$ cat src/hdl/isd_pkg.sv
// Package for the interrupt storm detector: transfer payload types, state and
// configuration structs, command codes, register indexes and reset defaults.
// No dependencies.
package isd_pkg;

	localparam int TIME_BITS     = 32;
	localparam int POLL_BITS     = 32;
	localparam int CFG_IDX_BITS  = 3;
	localparam int CFG_DATA_BITS = 32;

	localparam logic [1:0] CMD_DELIVERY = 2'd0;
	localparam logic [1:0] CMD_POLL     = 2'd1;
	localparam logic [1:0] CMD_ADD      = 2'd2;
	localparam logic [1:0] CMD_REMOVE   = 2'd3;

	localparam logic [1:0] OUTCOME_HANDLED = 2'd0;
	localparam logic [1:0] OUTCOME_NONE    = 2'd1;

	localparam logic [1:0] FIXUP_MISROUTED = 2'd1;
	localparam logic [1:0] FIXUP_POLL      = 2'd2;

	localparam logic [CFG_IDX_BITS-1:0] CFG_FIXUP_MODE     = 3'd0;
	localparam logic [CFG_IDX_BITS-1:0] CFG_PERIOD_LEN     = 3'd1;
	localparam logic [CFG_IDX_BITS-1:0] CFG_BAD_MAX        = 3'd2;
	localparam logic [CFG_IDX_BITS-1:0] CFG_GOOD_TICKS     = 3'd3;
	localparam logic [CFG_IDX_BITS-1:0] CFG_POLL_COUNT_MIN = 3'd4;

	localparam logic [1:0]           RST_FIXUP_MODE     = 2'd0;
	localparam logic [15:0]          RST_PERIOD_LEN     = 16'd10000;
	localparam logic [15:0]          RST_BAD_MAX        = 16'd9900;
	localparam logic [30:0]          RST_GOOD_TICKS     = 31'd2500;
	localparam logic [POLL_BITS-1:0] RST_POLL_COUNT_MIN = POLL_BITS'(10000);

	localparam logic [POLL_BITS-1:0] POLL_INFINITE = {POLL_BITS{1'b1}};
	localparam logic [15:0]          COUNT_SAT     = 16'hFFFF;
	localparam logic [3:0]           MIN_DEC_SHIFT = 4'd1;
	localparam logic [3:0]           MAX_DEC_SHIFT = 4'd8;

	typedef struct packed {
		logic [1:0]           cmd;
		logic [TIME_BITS-1:0] now;
		logic [1:0]           outcome;
		logic                 misrouted_found;
		logic                 is_shared;
	} in_t;

	typedef struct packed {
		logic disable_line;
		logic enable_line;
		logic poll_request;
		logic polling_active;
	} out_t;

	typedef struct packed {
		logic [1:0]           fixup_mode;
		logic [15:0]          period_len;
		logic [15:0]          bad_max;
		logic [30:0]          good_ticks;
		logic [POLL_BITS-1:0] poll_count_min;
		logic [4:0]           dur_log;
	} cfg_t;

	typedef struct packed {
		logic [TIME_BITS-1:0] epoch_tick;
		logic [15:0]          sample_count;
		logic [15:0]          bad_count;
		logic [POLL_BITS-1:0] poll_count;
		logic [POLL_BITS-1:0] polls_left;
		logic                 storm_disabled;
	} state_t;

	// smallest n with 2^n >= v; 0 for v of 0 or 1
	function automatic logic [4:0] ceil_log2(input logic [30:0] v);
		logic [30:0] vm;
		logic [4:0]  n;
		vm = v - 31'd1;
		n  = 5'd0;
		if (v > 31'd1) begin
			for (int i = 0; i < 31; i++) begin
				if (vm[i]) begin
					n = 5'(i + 1);
				end
			end
		end
		return n;
	endfunction

	localparam logic [4:0] RST_DUR_LOG = ceil_log2(RST_GOOD_TICKS);

endpackage

$ cat src/hdl/irq_storm_detector.sv
// Interrupt storm detector, top level: input register, step logic, result register.
// Each item passes through the input register, then the result register, at one item per cycle
// unless the result stalls; a stalled result lets one more item wait in the input register.
// Reset (arst_n low): registers to defaults, detector state and valids cleared.
// Depends on isd_pkg and isd_step.
module irq_storm_detector (
	input  logic                                 clk,
	input  logic                                 arst_n,
	input  logic                                 in_valid,
	output logic                                 in_stall,
	input  isd_pkg::in_t                         in_data,
	output logic                                 out_valid,
	input  logic                                 out_stall,
	output isd_pkg::out_t                        out_data,
	input  logic                                 cfg_we,
	input  logic [isd_pkg::CFG_IDX_BITS-1:0]     cfg_index,
	input  logic [isd_pkg::CFG_DATA_BITS-1:0]    cfg_wdata
);
	import isd_pkg::*;

	logic   valid_s1;
	in_t    item_s1;
	logic   adv;
	state_t st_q;
	state_t st_nxt;
	cfg_t   cfg_q;
	out_t   res;
	out_t   out_q;
	logic   out_valid_q;

	assign adv      = valid_s1 && !(out_valid_q && out_stall);
	assign in_stall = valid_s1 && !adv;

	always_ff @(posedge clk or negedge arst_n) begin
		if (!arst_n) begin
			valid_s1 <= 1'b0;
		end else if (!in_stall) begin
			valid_s1 <= in_valid;
		end
	end

	always_ff @(posedge clk) begin
		if (!in_stall && in_valid) begin
			item_s1 <= in_data;
		end
	end

	isd_step u_step (
		.st   (st_q),
		.cfg  (cfg_q),
		.item (item_s1),
		.nxt  (st_nxt),
		.res  (res)
	);

	always_ff @(posedge clk or negedge arst_n) begin
		if (!arst_n) begin
			st_q <= '0;
		end else if (adv) begin
			st_q <= st_nxt;
		end
	end

	always_ff @(posedge clk or negedge arst_n) begin
		if (!arst_n) begin
			out_valid_q <= 1'b0;
		end else if (adv) begin
			out_valid_q <= 1'b1;
		end else if (!out_stall) begin
			out_valid_q <= 1'b0;
		end
	end

	always_ff @(posedge clk) begin
		if (adv) begin
			out_q <= res;
		end
	end

	assign out_valid = out_valid_q;
	assign out_data  = out_q;

	always_ff @(posedge clk or negedge arst_n) begin
		if (!arst_n) begin
			cfg_q.fixup_mode     <= RST_FIXUP_MODE;
			cfg_q.period_len     <= RST_PERIOD_LEN;
			cfg_q.bad_max        <= RST_BAD_MAX;
			cfg_q.good_ticks     <= RST_GOOD_TICKS;
			cfg_q.poll_count_min <= RST_POLL_COUNT_MIN;
			cfg_q.dur_log        <= RST_DUR_LOG;
		end else if (cfg_we) begin
			unique case (cfg_index)
				CFG_FIXUP_MODE: cfg_q.fixup_mode <= cfg_wdata[1:0];
				CFG_PERIOD_LEN: cfg_q.period_len <= cfg_wdata[15:0];
				CFG_BAD_MAX:    cfg_q.bad_max    <= cfg_wdata[15:0];
				CFG_GOOD_TICKS: begin
					cfg_q.good_ticks <= cfg_wdata[30:0];
					cfg_q.dur_log    <= ceil_log2(cfg_wdata[30:0]);
				end
				CFG_POLL_COUNT_MIN: cfg_q.poll_count_min <= cfg_wdata[POLL_BITS-1:0];
				default: begin
				end
			endcase
		end
	end

endmodule

$ cat src/hdl/isd_step.sv
// Next-state and result logic for one command of the storm detector.
// Purely combinational; depends on isd_pkg.
module isd_step (
	input  isd_pkg::state_t st,
	input  isd_pkg::cfg_t   cfg,
	input  isd_pkg::in_t    item,
	output isd_pkg::state_t nxt,
	output isd_pkg::out_t   res
);
	import isd_pkg::*;

	logic                 bad;
	logic [15:0]          bc_inc;
	logic [15:0]          sc_inc;
	logic                 period_end;
	logic [TIME_BITS-1:0] dur;
	logic [TIME_BITS-1:0] sft_raw;
	logic [3:0]           sft;
	logic                 good;
	logic [POLL_BITS-1:0] pc_shr;
	logic [POLL_BITS-1:0] cnt;
	logic [POLL_BITS-1:0] pc_grow;
	logic [POLL_BITS-1:0] pl_dec;
	logic                 dual_poll;

	assign bad = (item.outcome != OUTCOME_HANDLED) &&
		!(item.outcome == OUTCOME_NONE && cfg.fixup_mode >= FIXUP_MISROUTED &&
		  item.misrouted_found);
	assign bc_inc     = (bad && st.bad_count != COUNT_SAT) ? st.bad_count + 16'd1 : st.bad_count;
	assign sc_inc     = (st.sample_count != COUNT_SAT) ? st.sample_count + 16'd1 : st.sample_count;
	assign period_end = sc_inc >= cfg.period_len;

	assign dur     = item.now - st.epoch_tick;
	assign sft_raw = dur >> cfg.dur_log;
	always_comb begin
		priority if (sft_raw == '0) begin
			sft = MIN_DEC_SHIFT;
		end else if (sft_raw > TIME_BITS'(MAX_DEC_SHIFT)) begin
			sft = MAX_DEC_SHIFT;
		end else begin
			sft = sft_raw[3:0];
		end
	end
	assign good   = (bc_inc < cfg.bad_max) || (dur > TIME_BITS'(cfg.good_ticks));
	assign pc_shr = st.poll_count >> sft;

	assign cnt     = (st.poll_count < cfg.poll_count_min) ? cfg.poll_count_min : st.poll_count;
	assign pc_grow = (cnt > (POLL_INFINITE >> 3)) ? POLL_INFINITE : (cnt << 3);

	assign pl_dec    = (st.polls_left != POLL_INFINITE) ? st.polls_left - POLL_BITS'(1) :
		st.polls_left;
	assign dual_poll = item.is_shared && cfg.fixup_mode >= FIXUP_POLL;

	always_comb begin
		nxt = st;
		res = '0;
		unique case (item.cmd)
			CMD_DELIVERY: begin
				nxt.bad_count    = bc_inc;
				nxt.sample_count = sc_inc;
				if (period_end) begin
					nxt.epoch_tick   = item.now;
					nxt.sample_count = '0;
					nxt.bad_count    = '0;
					if (good) begin
						nxt.poll_count = pc_shr;
					end else begin
						nxt.poll_count     = pc_grow;
						nxt.storm_disabled = 1'b1;
						nxt.polls_left     = cnt;
						res.disable_line   = 1'b1;
						res.poll_request   = 1'b1;
					end
				end
			end
			CMD_POLL: begin
				if (st.polls_left != '0) begin
					nxt.polls_left = pl_dec;
					if (pl_dec != '0) begin
						res.poll_request = 1'b1;
					end else begin
						nxt.epoch_tick   = item.now;
						nxt.sample_count = '0;
						nxt.bad_count    = '0;
					end
				end
				if (nxt.polls_left == '0 && st.storm_disabled) begin
					nxt.storm_disabled = 1'b0;
					res.enable_line    = 1'b1;
				end
			end
			CMD_ADD: begin
				if (dual_poll) begin
					nxt.polls_left   = POLL_INFINITE;
					res.poll_request = 1'b1;
				end else begin
					nxt.epoch_tick   = item.now;
					nxt.sample_count = '0;
					nxt.bad_count    = '0;
					nxt.poll_count   = cfg.poll_count_min;
					nxt.polls_left   = '0;
				end
			end
			CMD_REMOVE: begin
				if (cfg.fixup_mode < FIXUP_POLL) begin
					nxt.epoch_tick   = item.now;
					nxt.sample_count = '0;
					nxt.bad_count    = '0;
					nxt.poll_count   = cfg.poll_count_min;
					nxt.polls_left   = '0;
				end
			end
		endcase
		res.polling_active = nxt.polls_left != '0;
	end

endmodule

$ cat config.mk
export PLATFORM = sky130hd
export DESIGN_NAME = irq_storm_detector
export DESIGN_NICKNAME = d
export VERILOG_FILES = /design/src/hdl/isd_pkg.sv /design/src/hdl/irq_storm_detector.sv /design/src/hdl/isd_step.sv
export SDC_FILE = /design/constraint.sdc
export NUM_CORES = 1
export LEC_CHECK = 0
export ABC_AREA = 0
export BUFFER_PORTS_ARGS = -buffer_cell sky130_fd_sc_hd__buf_2
export CAP_MARGIN = 25
export CORE_MARGIN = 2
export CORE_UTILIZATION = 43
export CTS_CLUSTER_SIZE = 10
export DETAILED_ROUTE_END_ITERATION = 10
export PLACE_DENSITY_LB_ADDON = 0.08
export SYNTH_ARGS = -nofsm -noshare
export SYNTH_HDL_FRONTEND = slang
export SYNTH_SLANG_ARGS = --single-unit
export TNS_END_PERCENT = 100
$ cat constraint.sdc
create_clock -name clk -period 8.53 [get_ports clk]
set_input_delay 1.2795 -clock clk [delete_from_list [all_inputs] [get_ports clk]]
set_output_delay 1.2795 -clock clk [all_outputs]
set_load 0.03 [all_outputs]
* Yosys cells after proc, flatten, opt, wreduce, memory -nomap -nowiden
Cells that the tools add are included. W data, S select, Z words.
Storage, ports and cells: register bits after elaboration 275, output and inout port bits 6, word-level logic and storage cells 156
Cells by class: $add $sub $neg 5, $lt $le $gt $ge 10, equal/unequal tests 19, shift operators 2, muxes and demuxes 63, reductions and logical operators 34
Operators by type and width (count):
- $pmux W64 S4 | 1
- $mux W32 | 7
- $mux W5 | 31
- $mux W129 | 1
- $mux W128 | 1
- $mux W64 | 2
- $pmux W32 S4 | 1
- $mux W96 | 1
- $pmux W32 S3 | 1
- $reduce_bool A32 Y1 | 3
- $logic_not A32 Y1 | 2
- $mux W33 | 1
- $add A16 B1 Y16 const B | 2
- $gt A32 B29 Y1 const B | 1
- $gt A32 B31 Y1 | 1
- $gt A32 B4 Y1 const B | 1
- $lt A32 B32 Y1 | 1
- $mux W16 | 2
- $ne A16 B16 Y1 const B | 2
- $ne A32 B32 Y1 const B | 1
- $shr A32 B4 Y32 | 1
- $shr A32 B5 Y32 | 1
- $sub A32 B1 Y32 const B | 1
- $sub A32 B32 Y32 | 1
- 28 further kinds | 66

* Depth between registers and ports, before layout
Gate-level depths: netlist (run 1).
word-level depth 33, gate-level depth with buffers 28

* By module
From an unflattened synthesis (run 1), not the netlist that was laid out.
Second synthesis, totals: cells, all modules 2852, area total of the unflattened synthesis 24626.1 um^2
By module, submodules not included:
- isd_step | times used 1, cells an instance 2039, area an instance 13225.2 um^2, seq. area each 0.0 um^2
- irq_storm_detector | times used 1, cells an instance 813, area an instance 11400.9 um^2, seq. area each 7121.8 um^2

* Worst setup path after synthesis (run 1)
No wires, ideal clock.
kind reg-to-reg, from register st_q[84] (netlist bit), to register out_q (netlist bit out_data[0]), data pin, setup time 0.277 ns, arrival 5.231 ns, required time 8.253 ns, slack 3.022 ns, cell stages (with the launch flop) 27, path buffers 4, period minus slack after synthesis 5.508 ns, cell sequence dfrtp_1 -> and3_1 -> and3_1 -> nand3_1 -> or2_2 -> clkbuf_1 -> or3_1 -> clkbuf_1 -> xnor2_1 -> ha_1 -> nand2b_1 -> a21o_1 -> a21o_1 -> a21o_1 -> a21o_1 -> a21o_1 -> a21o_1 -> a21o_1 -> a211oi_1 -> nor4_1 -> or2_2 -> clkbuf_1 -> nand3_1 -> clkbuf_1 -> o22ai_1 -> a2111oi_0 -> nand4_1
RTL lines:
- start, declared | RTL line irq_storm_detector.sv:24 | state_t st_q;
- start signal, assigned | RTL line irq_storm_detector.sv:60 | st_q <= st_nxt;
- end signal, assigned | RTL line irq_storm_detector.sv:76 | out_q <= res;
- end, declared | RTL line irq_storm_detector.sv:28 | out_t out_q;

* Worst setup path in the final report (run 1)
from register item_s1[21] (netlist bit), to register st_q[57] (netlist bit)
On the way: longest elaborated chain between the ends 9, elaborated cells on any way between the ends 12
RTL lines:
- start, declared | RTL line irq_storm_detector.sv:22 | in_t item_s1;
- start signal, assigned | RTL line irq_storm_detector.sv:44 | item_s1 <= in_data;
- $sub A32 B32 Y32 * | RTL line isd_step.sv:33 | assign dur = item.now - st.epoch_tick;
- $shr A32 B5 Y32 | RTL line isd_step.sv:34 | assign sft_raw = dur >> cfg.dur_log;
- $gt A32 B4 Y1 | RTL line isd_step.sv:38 | end else if (sft_raw > TIME_BITS'(MAX_DEC_SHIFT)) begin
- $mux W4 | RTL line isd_step.sv:38
- $mux W4 | RTL line isd_step.sv:36 | priority if (sft_raw == '0) begin
- $shr A32 B4 Y32 | RTL line isd_step.sv:45 | assign pc_shr = st.poll_count >> sft;
- $mux W32 * | RTL line isd_step.sv:65 | if (good) begin
- $mux W129 * | RTL line isd_step.sv:61 | if (period_end) begin
- $pmux W32 S3 * | RTL line isd_step.sv:57 | unique case (item.cmd)
Mark *: on every way between the ends. The rest lies on a longest branch, timed or not. The select of a mux whose other input is x is not followed. A chain may end at the register's enable or synchronous reset.

==> results of run 1 <==
==> critical path, cell delays in order, from the launching register on <==
cell	delay [ns]
sky130_fd_sc_hd__edfxtp_1	0.40
sky130_fd_sc_hd__ha_1	0.56
sky130_fd_sc_hd__nand4_1	0.27
sky130_fd_sc_hd__nor2_1	0.24
sky130_fd_sc_hd__nand4_1	0.31
sky130_fd_sc_hd__and3_1	0.32
sky130_fd_sc_hd__nor3_2	0.39
sky130_fd_sc_hd__nor3_1	0.09
sky130_fd_sc_hd__or4b_1	0.48
sky130_fd_sc_hd__a211o_1	0.36
sky130_fd_sc_hd__mux4_2	0.56
sky130_fd_sc_hd__o21a_1	0.49
sky130_fd_sc_hd__a211oi_2	0.62
sky130_fd_sc_hd__nand2_2	0.67
sky130_fd_sc_hd__mux2i_1	0.79
sky130_fd_sc_hd__mux2i_1	0.18
sky130_fd_sc_hd__a221oi_2	0.33
sky130_fd_sc_hd__o21ai_1	0.11
==> area by class of cell <==
class / count / area share
flip-flops and latches: 275 / 0.279
multi-input cells: 2284 / 0.587
diodes: 4 / 0.000393
clock inverters: 7 / 0.00275
repair buffers: 115 / 0.0275
well taps: 696 / 0.0342
inverters: 191 / 0.0281
clock buffers: 59 / 0.0411
==> stage by stage <==
stage	hold slack, ns	total power [mW]
floorplan	0.450	4.09
global placement	0.464	5.07
detailed placement	0.472	5.09
CTS	0.484	6.62
global route	0.506	7.05
finish	0.476	6.65
==> flip-flops by register name, indices dropped and copies added, names as in the netlist <==
name	count
item_s1	38
valid_s1	1
out_valid	1
cfg_q	102
st_q	129
out_data	4
==> cell usage after synthesis, types with 23 or more instances <==
library cell	n
sky130_fd_sc_hd__nand2_1	425
sky130_fd_sc_hd__o21ai_0	268
sky130_fd_sc_hd__dfrtp_1	209
sky130_fd_sc_hd__inv_1	186
sky130_fd_sc_hd__a21oi_1	183
sky130_fd_sc_hd__nor2_1	168
sky130_fd_sc_hd__clkbuf_1	153
sky130_fd_sc_hd__ha_1	132
sky130_fd_sc_hd__mux2i_1	95
sky130_fd_sc_hd__nand3_1	82
sky130_fd_sc_hd__nor3_1	63
sky130_fd_sc_hd__nand4_1	56
sky130_fd_sc_hd__xnor2_1	50
sky130_fd_sc_hd__and3_1	46
sky130_fd_sc_hd__mux2_2	46
sky130_fd_sc_hd__edfxtp_1	42
sky130_fd_sc_hd__nor4_1	40
sky130_fd_sc_hd__a31oi_1	39
sky130_fd_sc_hd__a21o_1	35
sky130_fd_sc_hd__buf_2	34
sky130_fd_sc_hd__o31ai_1	30
sky130_fd_sc_hd__a211oi_1	29
sky130_fd_sc_hd__nand2b_1	27
sky130_fd_sc_hd__o22ai_1	25
sky130_fd_sc_hd__dfstp_2	24
sky130_fd_sc_hd__nor2b_1	23
==> routing by layer <==
| layer | vias to the layer above | GRT usage | part of all wire |
|---|---|---|---|
| met3 | 202 | 0.0355 | 0.063 |
| met4 | 0 | 0.124 | 0.043 |
| met1 | 11200 | 0.414 | 0.44 |
| li1 | 10700 | - | - |
| met2 | 904 | 0.488 | 0.45 |
| met5 | - | 0 | 0 |
==> cell families (layout without fill, tap and decap cells) <==
kind of cell | after synthesis | in the layout | synth area share
xor gates and xnor gates | 76 | 76 | 0.0295
AOI/OAI and AO/OA | 874 | 874 | 0.245
buffers and inverters | 399 | 372 | 0.0673
other | 0 | 4 | 0
DFF | 275 | 275 | 0.302
and+or+nand+nor | 1045 | 1045 | 0.212
adders and majority gates | 136 | 136 | 0.0720
muxes | 153 | 153 | 0.0719
==> power breakdown <==
part           total, mW  switching, mW  internal, mW
combinational       3.28           2.09          1.19
sequential          1.88          0.303          1.57
clock               1.49          0.623         0.871
total               6.65           3.02          3.63
==> worst max-delay path by stage <==
stage / end / cells past startpoint / slack [ns] / startpoint
6_report: st_q[57] / 17 / 1.21 / item_s1[21]
5_1_grt: st_q[57] / 17 / 0.79 / item_s1[12]
4_1_cts: st_q[57] / 17 / 1.30 / item_s1[21]
3_5_place_dp: st_q[57] / 17 / 1.34 / item_s1[21]
3_3_place_gp: st_q[57] / 17 / 1.46 / item_s1[12]
2_1_floorplan: out_data[0] / 26 / 3.02 / st_q[84]
==> impl_summary.log, run 1 <==
INFO  metric area_growth_synth_to_finish = 7.94%
INFO  metric hp-start = st_q[99]
INFO  metric gp_congestion = 0.953
INFO  metric antenna_found_initial = 7
INFO  metric worstPathRequired = 8.96 ns
INFO  metric max_cap_viol_count = 0
INFO  metric dominantRegCellSynth = sky130_fd_sc_hd__dfrtp_1
INFO  metric firstDrtPassIters = 7
INFO  metric drive_above_1_share = 0.112
INFO  metric mapped_cells = approximately 3000
INFO  metric min_to = st_q[99]
INFO  metric chipHeight = around 240 um
INFO  metric dp_worst_setup_slack = 1.34 ns
INFO  metric yosysTopAreaCellShare = 0.221
INFO  metric maximum_fanout_along_the_worst_path = 29
INFO  metric start_util = 0.437
INFO  metric cts-root-buf = sky130_fd_sc_hd__clkbuf_16
INFO  metric max_slew.worst_pin.slew = between 1 and 1.5 ns
INFO  metric grt_first_pass_wirelength = between 100000 and 150000 um
INFO  metric synth_area_per_cell = 7.98 um2
INFO  metric detailed_place.area = 24300 um2
INFO  metric postCtsHoldBufs = 0
INFO  metric type_of_the_worst_min_delay_path = register to register
INFO  metric hold_path_depth = 2
INFO  metric synth_top_cell_by_area = sky130_fd_sc_hd__dfrtp_1
INFO  metric setup_total_negative_slack = 0 ns
INFO  metric grt_pass1_vias = 21800
INFO  metric power.density_cell_area = 261 nW/um2
INFO  metric timing.slew.headroom = 0.281
INFO  metric postLayoutSetupSlackWorst = 1.21 ns
INFO  metric vdd_ir_drop_max = 159 uV
INFO  metric clock_sink_count = 275
INFO  metric final_layout_net_count = slightly above 3000
INFO  metric timing.reg2reg.worst_path_depth = 17
INFO  metric timing.rr.start = item_s1[21]
INFO  metric tritoncts = done
INFO  metric cts_post_setup_buffers_inserted = 0
INFO  metric syn-cell-area = roughly 24000 um2
INFO  metric grt_start_max_net_pins = 102
INFO  metric synth.yosys.warnings = 0
INFO  metric detailed_place_hpwl = about 64000 um
INFO  metric setup-violations-final = 0
INFO  metric finish.utilization = 0.472
INFO  metric maximum_clock_rate = 137 MHz
INFO  metric vias_per_cell = 6.32
INFO  metric clk_pin_slew_worst_paths = 0.06 ns
INFO  metric wl_cell = 24.0 um
INFO  metric cp-end-kind = register
INFO  metric synth_edf_count = 42
INFO  metric fin_cells = 3631
INFO  metric number_of_distinct_standard_cells_referenced_by_the_synthesized_netlist = between 100 and 150
INFO  metric critPathArrivalTime = 7.75 ns
INFO  metric crit_path_start_kind = register
INFO  metric num_io_pins = 84
INFO  metric ff2ff_setup_slack = 1.21 ns
INFO  metric drv_slew = 0
INFO  metric fillers = ~5400
INFO  metric dpl.cell_count = 3560
INFO  metric layout_commonest_cell = sky130_fd_sc_hd__nand2_1
INFO  metric post_route_cell_area = 25500 um2
INFO  metric cts.repair.resized = 0
INFO  metric run_status = completed
INFO  metric die_ar = 56800 um2
INFO  metric synth.area.top_cells = sky130_fd_sc_hd__dfrtp_1 (22%), sky130_fd_sc_hd__ha_1 (7.0%), sky130_fd_sc_hd__nand2_1 (6.8%)
INFO  metric seq_cells_post_synth = 275
INFO  metric grt_remaining_overflow = 0
INFO  metric rsz0062_at_grt = false
INFO  metric finalHoldViolCount = 0
INFO  metric fin_crit = roughly 7.3 ns
INFO  metric std_cell_rows = 85
INFO  metric cts_buffer_depth = 3
INFO  metric cellLeakagePower = between 10 and 15 nW
INFO  metric coreArea = 54000 um2
INFO  metric layout_worst_path_cycle_share = 0.858
INFO  metric worstReg2RegEnd = st_q[57]
INFO  metric ant_nets = 0
INFO  metric grt_util_all_layers = 0.303
INFO  metric regArea = around 7000 um2
INFO  metric area_used_by_multi_input_combinational_logic = approximately 15000 um2
INFO  metric cts_made_buffers = 36
INFO  metric synth-async-reset-ratio = 0.847
INFO  metric remaining_drc_errors = 0
INFO  metric dieWidth = 238 um
INFO  metric timing.clock.skew = 0.0226 ns
INFO  metric dr.first_iter.drc_count = about 2100
INFO  metric clk_latency = around 0.56 ns
INFO  metric synth-seq-area-share = 0.302
INFO  metric criticalPathCategory = register to register
INFO  metric mostFrequentLayoutCells = sky130_fd_sc_hd__nand2_1 (425), sky130_fd_sc_hd__o21ai_0 (267), sky130_fd_sc_hd__dfrtp_1 (209), sky130_fd_sc_hd__inv_1 (186), sky130_fd_sc_hd__a21oi_1 (182)
INFO  metric number_of_port_buffers = 83
INFO  metric finalWirelength = just under 90000 um
INFO  metric num_vias = 22900
INFO  metric cts.htree.levels = 2
INFO  metric syn_nets = 3169
(Power assumes the default switching activity.)
==> inputs of run 2 (changes only) <==
--- a/config.mk
+++ b/config.mk
@@ -15,2 +15,3 @@
 export PLACE_DENSITY_LB_ADDON = 0.08
+export SLEW_MARGIN = 20
 export SYNTH_ARGS = -nofsm -noshare
==> constraint.sdc (replaced) <==
create_clock -name clk -period 8.53 [get_ports clk]
set_input_delay 0.853 -clock clk [delete_from_list [all_inputs] [get_ports clk]]
set_output_delay 0.853 -clock clk [all_outputs]
set_load 0.03 [all_outputs]
==> impl_summary.log, run 2 (synthesis gave the netlist of run 1 again) <==
INFO  metric run_status = completed
INFO  metric post_route_cell_area = 25500 um2 (about the same)
INFO  metric grt_util_all_layers = 0.304 (+0.000372)
INFO  metric holdWs = 0.367 ns (-0.110 ns)
INFO  metric std_cell_rows = 85 (unchanged)
INFO  metric p_seq_frac = 0.282 (about the same)
INFO  metric combinationalPowerShare = 0.492 (about the same)
INFO  metric type_of_the_worst_min_delay_path = primary input to async pin
INFO  metric layout_commonest_cell = sky130_fd_sc_hd__nand2_1
INFO  metric max_slew.worst_pin.slew = 1.19 ns (+0.118 ns)
INFO  metric longest_individual_stage_delay_on_the_worst_path = 0.82 ns (+0.03 ns)
INFO  metric postLayoutSetupSlackWorst = 1.24 ns (+0.0222 ns)
INFO  metric postCtsHoldBufs = 0 (unchanged)
INFO  metric detailed_place.area = 24300 um2 (-0.11%)
INFO  metric mostFrequentLayoutCells = sky130_fd_sc_hd__nand2_1 (425), sky130_fd_sc_hd__o21ai_0 (267), sky130_fd_sc_hd__dfrtp_1 (209), sky130_fd_sc_hd__inv_1 (186), sky130_fd_sc_hd__a21oi_1 (182)
INFO  metric criticalPathCategory = register to register
INFO  metric drive_above_1_share = 0.113 (+0.00110)
INFO  metric grt_first_pass_wirelength = 134000 um (+0.24%)
INFO  metric largest-register = st_q
INFO  metric grt_util_met2 = 0.485 (-0.00336)
INFO  metric grt_remaining_overflow = 0 (unchanged)
INFO  metric cts.repair.resized = 0 (unchanged)
INFO  metric rsz0062_at_grt = false
INFO  metric maximum_fanout_along_the_worst_path = 29 (unchanged)
INFO  metric cts_post_setup_buffers_inserted = 0 (unchanged)
INFO  metric reg.largest.list = st_q: 129 flops, cfg_q: 102 flops, item_s1: 38 flops
INFO  metric antenna_found_initial = 5 (-2)
INFO  metric start_util = 0.437 (unchanged)
INFO  metric coreArea = 54000 um2 (unchanged)
INFO  metric p_sw_frac = 0.455 (+0.00111)
INFO  metric cts-root-buf = sky130_fd_sc_hd__clkbuf_16
INFO  metric num_vias = 23000 (+0.035%)
INFO  metric finalHoldViolCount = 0 (unchanged)
INFO  metric final_layout_net_count = 3113 (-0.032%)
INFO  metric grt_start_max_net_pins = 102 (unchanged)
INFO  metric dr.first_iter.drc_count = 2453 (+15%)
INFO  metric switchingPower = 3.03 mW (+0.42%)
INFO  metric power.density_cell_area = 261 nW/um2 (+0.21%)
INFO  metric ant_nets = 0 (unchanged)
INFO  metric finalWirelength = 87100 um (about the same)
INFO  metric gp_congestion = 0.953 (unchanged)
INFO  metric setup_total_negative_slack = 0 ns (unchanged)
INFO  metric max_cap_viol_count = 0 (unchanged)
INFO  metric area_growth_synth_to_finish = 7.89% (about the same)
INFO  metric cp_cell_sequence = ha_1 > and2_1 > a21oi_1 > o21ai_0 > a21o_2 > a21oi_1 > xnor2_1 > o22ai_1 > o311ai_0 > a31o_2 > o21a_1 > a211oi_2 > nand2_2 > mux2i_1 > mux2i_1 > a221oi_2 > o21ai_1
INFO  metric clock_sink_count = 275 (unchanged)
INFO  metric setup-violations-final = 0 (unchanged)
INFO  metric number_of_port_buffers = 83 (unchanged)
INFO  metric ff2ff_setup_slack = 1.24 ns (+0.02 ns)
INFO  metric power.total = 6.66 mW (+0.17%)
INFO  metric worstPathRequired = 8.97 ns (about the same)
INFO  metric tritoncts = done
INFO  metric vias_per_cell = 6.33 (about the same)
INFO  metric firstDrtPassIters = 6 (-1)
INFO  metric largest_reg_flops = 129 (unchanged)
INFO  metric dieWidth = 238 um (unchanged)
INFO  metric pwr-share-clk = 0.226 (about the same)
INFO  metric num_io_pins = 84 (unchanged)
INFO  metric remaining_drc_errors = 0 (unchanged)
INFO  metric dpl.cell_count = 3558 (-0.056%)
INFO  metric detailed_place_hpwl = 64200 um (-0.39%)
INFO  metric cellLeakagePower = 11.1 nW (about the same)
INFO  metric clk_latency = 0.57 ns (about the same)
INFO  metric finish.utilization = 0.472 (about the same)
INFO  metric grt_pass1_vias = 22000 (+0.75%)
INFO  metric critPathArrivalTime = 7.74 ns (about the same)
INFO  metric die_ar = 56800 um2 (unchanged)
INFO  metric cts.htree.levels = 2 (unchanged)
INFO  metric layout_worst_path_cycle_share = 0.855 (-0.00260)
INFO  metric timing.clock.skew = 0.0333 ns (+0.0107 ns)
INFO  metric clk_pin_slew_worst_paths = 0.06 ns (about the same)
INFO  metric cts_buffer_depth = 3 (unchanged)
INFO  metric dp_worst_setup_slack = 1.39 ns (+0.0500 ns)
INFO  metric chipHeight = 238 um (unchanged)
INFO  metric vdd_ir_drop_max = 166 uV (+4.6%)
INFO  metric grt_use_met3 = 0.0413 (+0.00578)
INFO  metric maximum_clock_rate = 137 MHz (+0.30%)
INFO  metric wl_cell = 24.0 um (about the same)
INFO  metric cp-end-kind = register
INFO  metric timing.slew.headroom = 0.205 (-0.0758)
INFO  metric fin_cells = 3629 (-0.055%)
INFO  metric fin_crit = 7.29 ns (-0.0222 ns)
INFO  metric p_int = 3.63 mW (about the same)
INFO  metric crit_path_start_kind = register
INFO  metric cts_made_buffers = 37 (+2.8%)
INFO  metric drv_slew = 0 (unchanged)
INFO  metric grt_most_used_layer = met2
INFO  metric grt_util_met1 = 0.412 (-0.00283)
INFO  metric cpMaxStageDelayCell = sky130_fd_sc_hd__o21a_1
[run 2: cell type report]
type                    count  area, um2
flip-flops and latches    275       7120
diodes                      4       10.0
multi-input cells        2284      15000
inverters                 191        717
clock buffers              58       1080
well taps                 696        871
clock inverters             8       50.0
fillers                  5389      28500
repair buffers            113        667
[run 2: final timing paths]
check | start | end | depth (start not counted)
setup / recovery | item_s1[12] | st_q[57] | 17
hold / removal | arst_n | cfg_q[31] | 1
setup reg to reg | item_s1[12] | st_q[57] | 17
hold reg to reg | cfg_q[39] | cfg_q[39] | 2
max in group asynchronous | arst_n | cfg_q[100] | 2
min in group clk | in_data[26] | item_s1[26] | 1
[run 2: worst max-delay path: cells and delay by family (launching register included)]
kind,cells,cell delay (ns)
compound gates,11,3.67
xor+xnor,1,0.69
fa+ha+maj,1,0.53
flops,1,0.39
mux,2,0.86
simple gates,2,1.01
[run 2: layer usage]
metal / part of all wire / wire (um)
met1: 0.43 / 37800
met2: 0.46 / 39700
met3: 0.068 / 5900
met5: 0.00015 / 13
met4: 0.043 / 3750
[run 2: power groups by stage]
stage,Sequential (mW),Clock [mW],Combinational [mW]
after floorplan,1.72,0,2.36
after global placement,1.89,0,3.19
after CTS,1.87,1.54,3.22
final,1.88,1.51,3.28
after detailed placement,1.89,0,3.20
after global routing,1.90,1.59,3.57
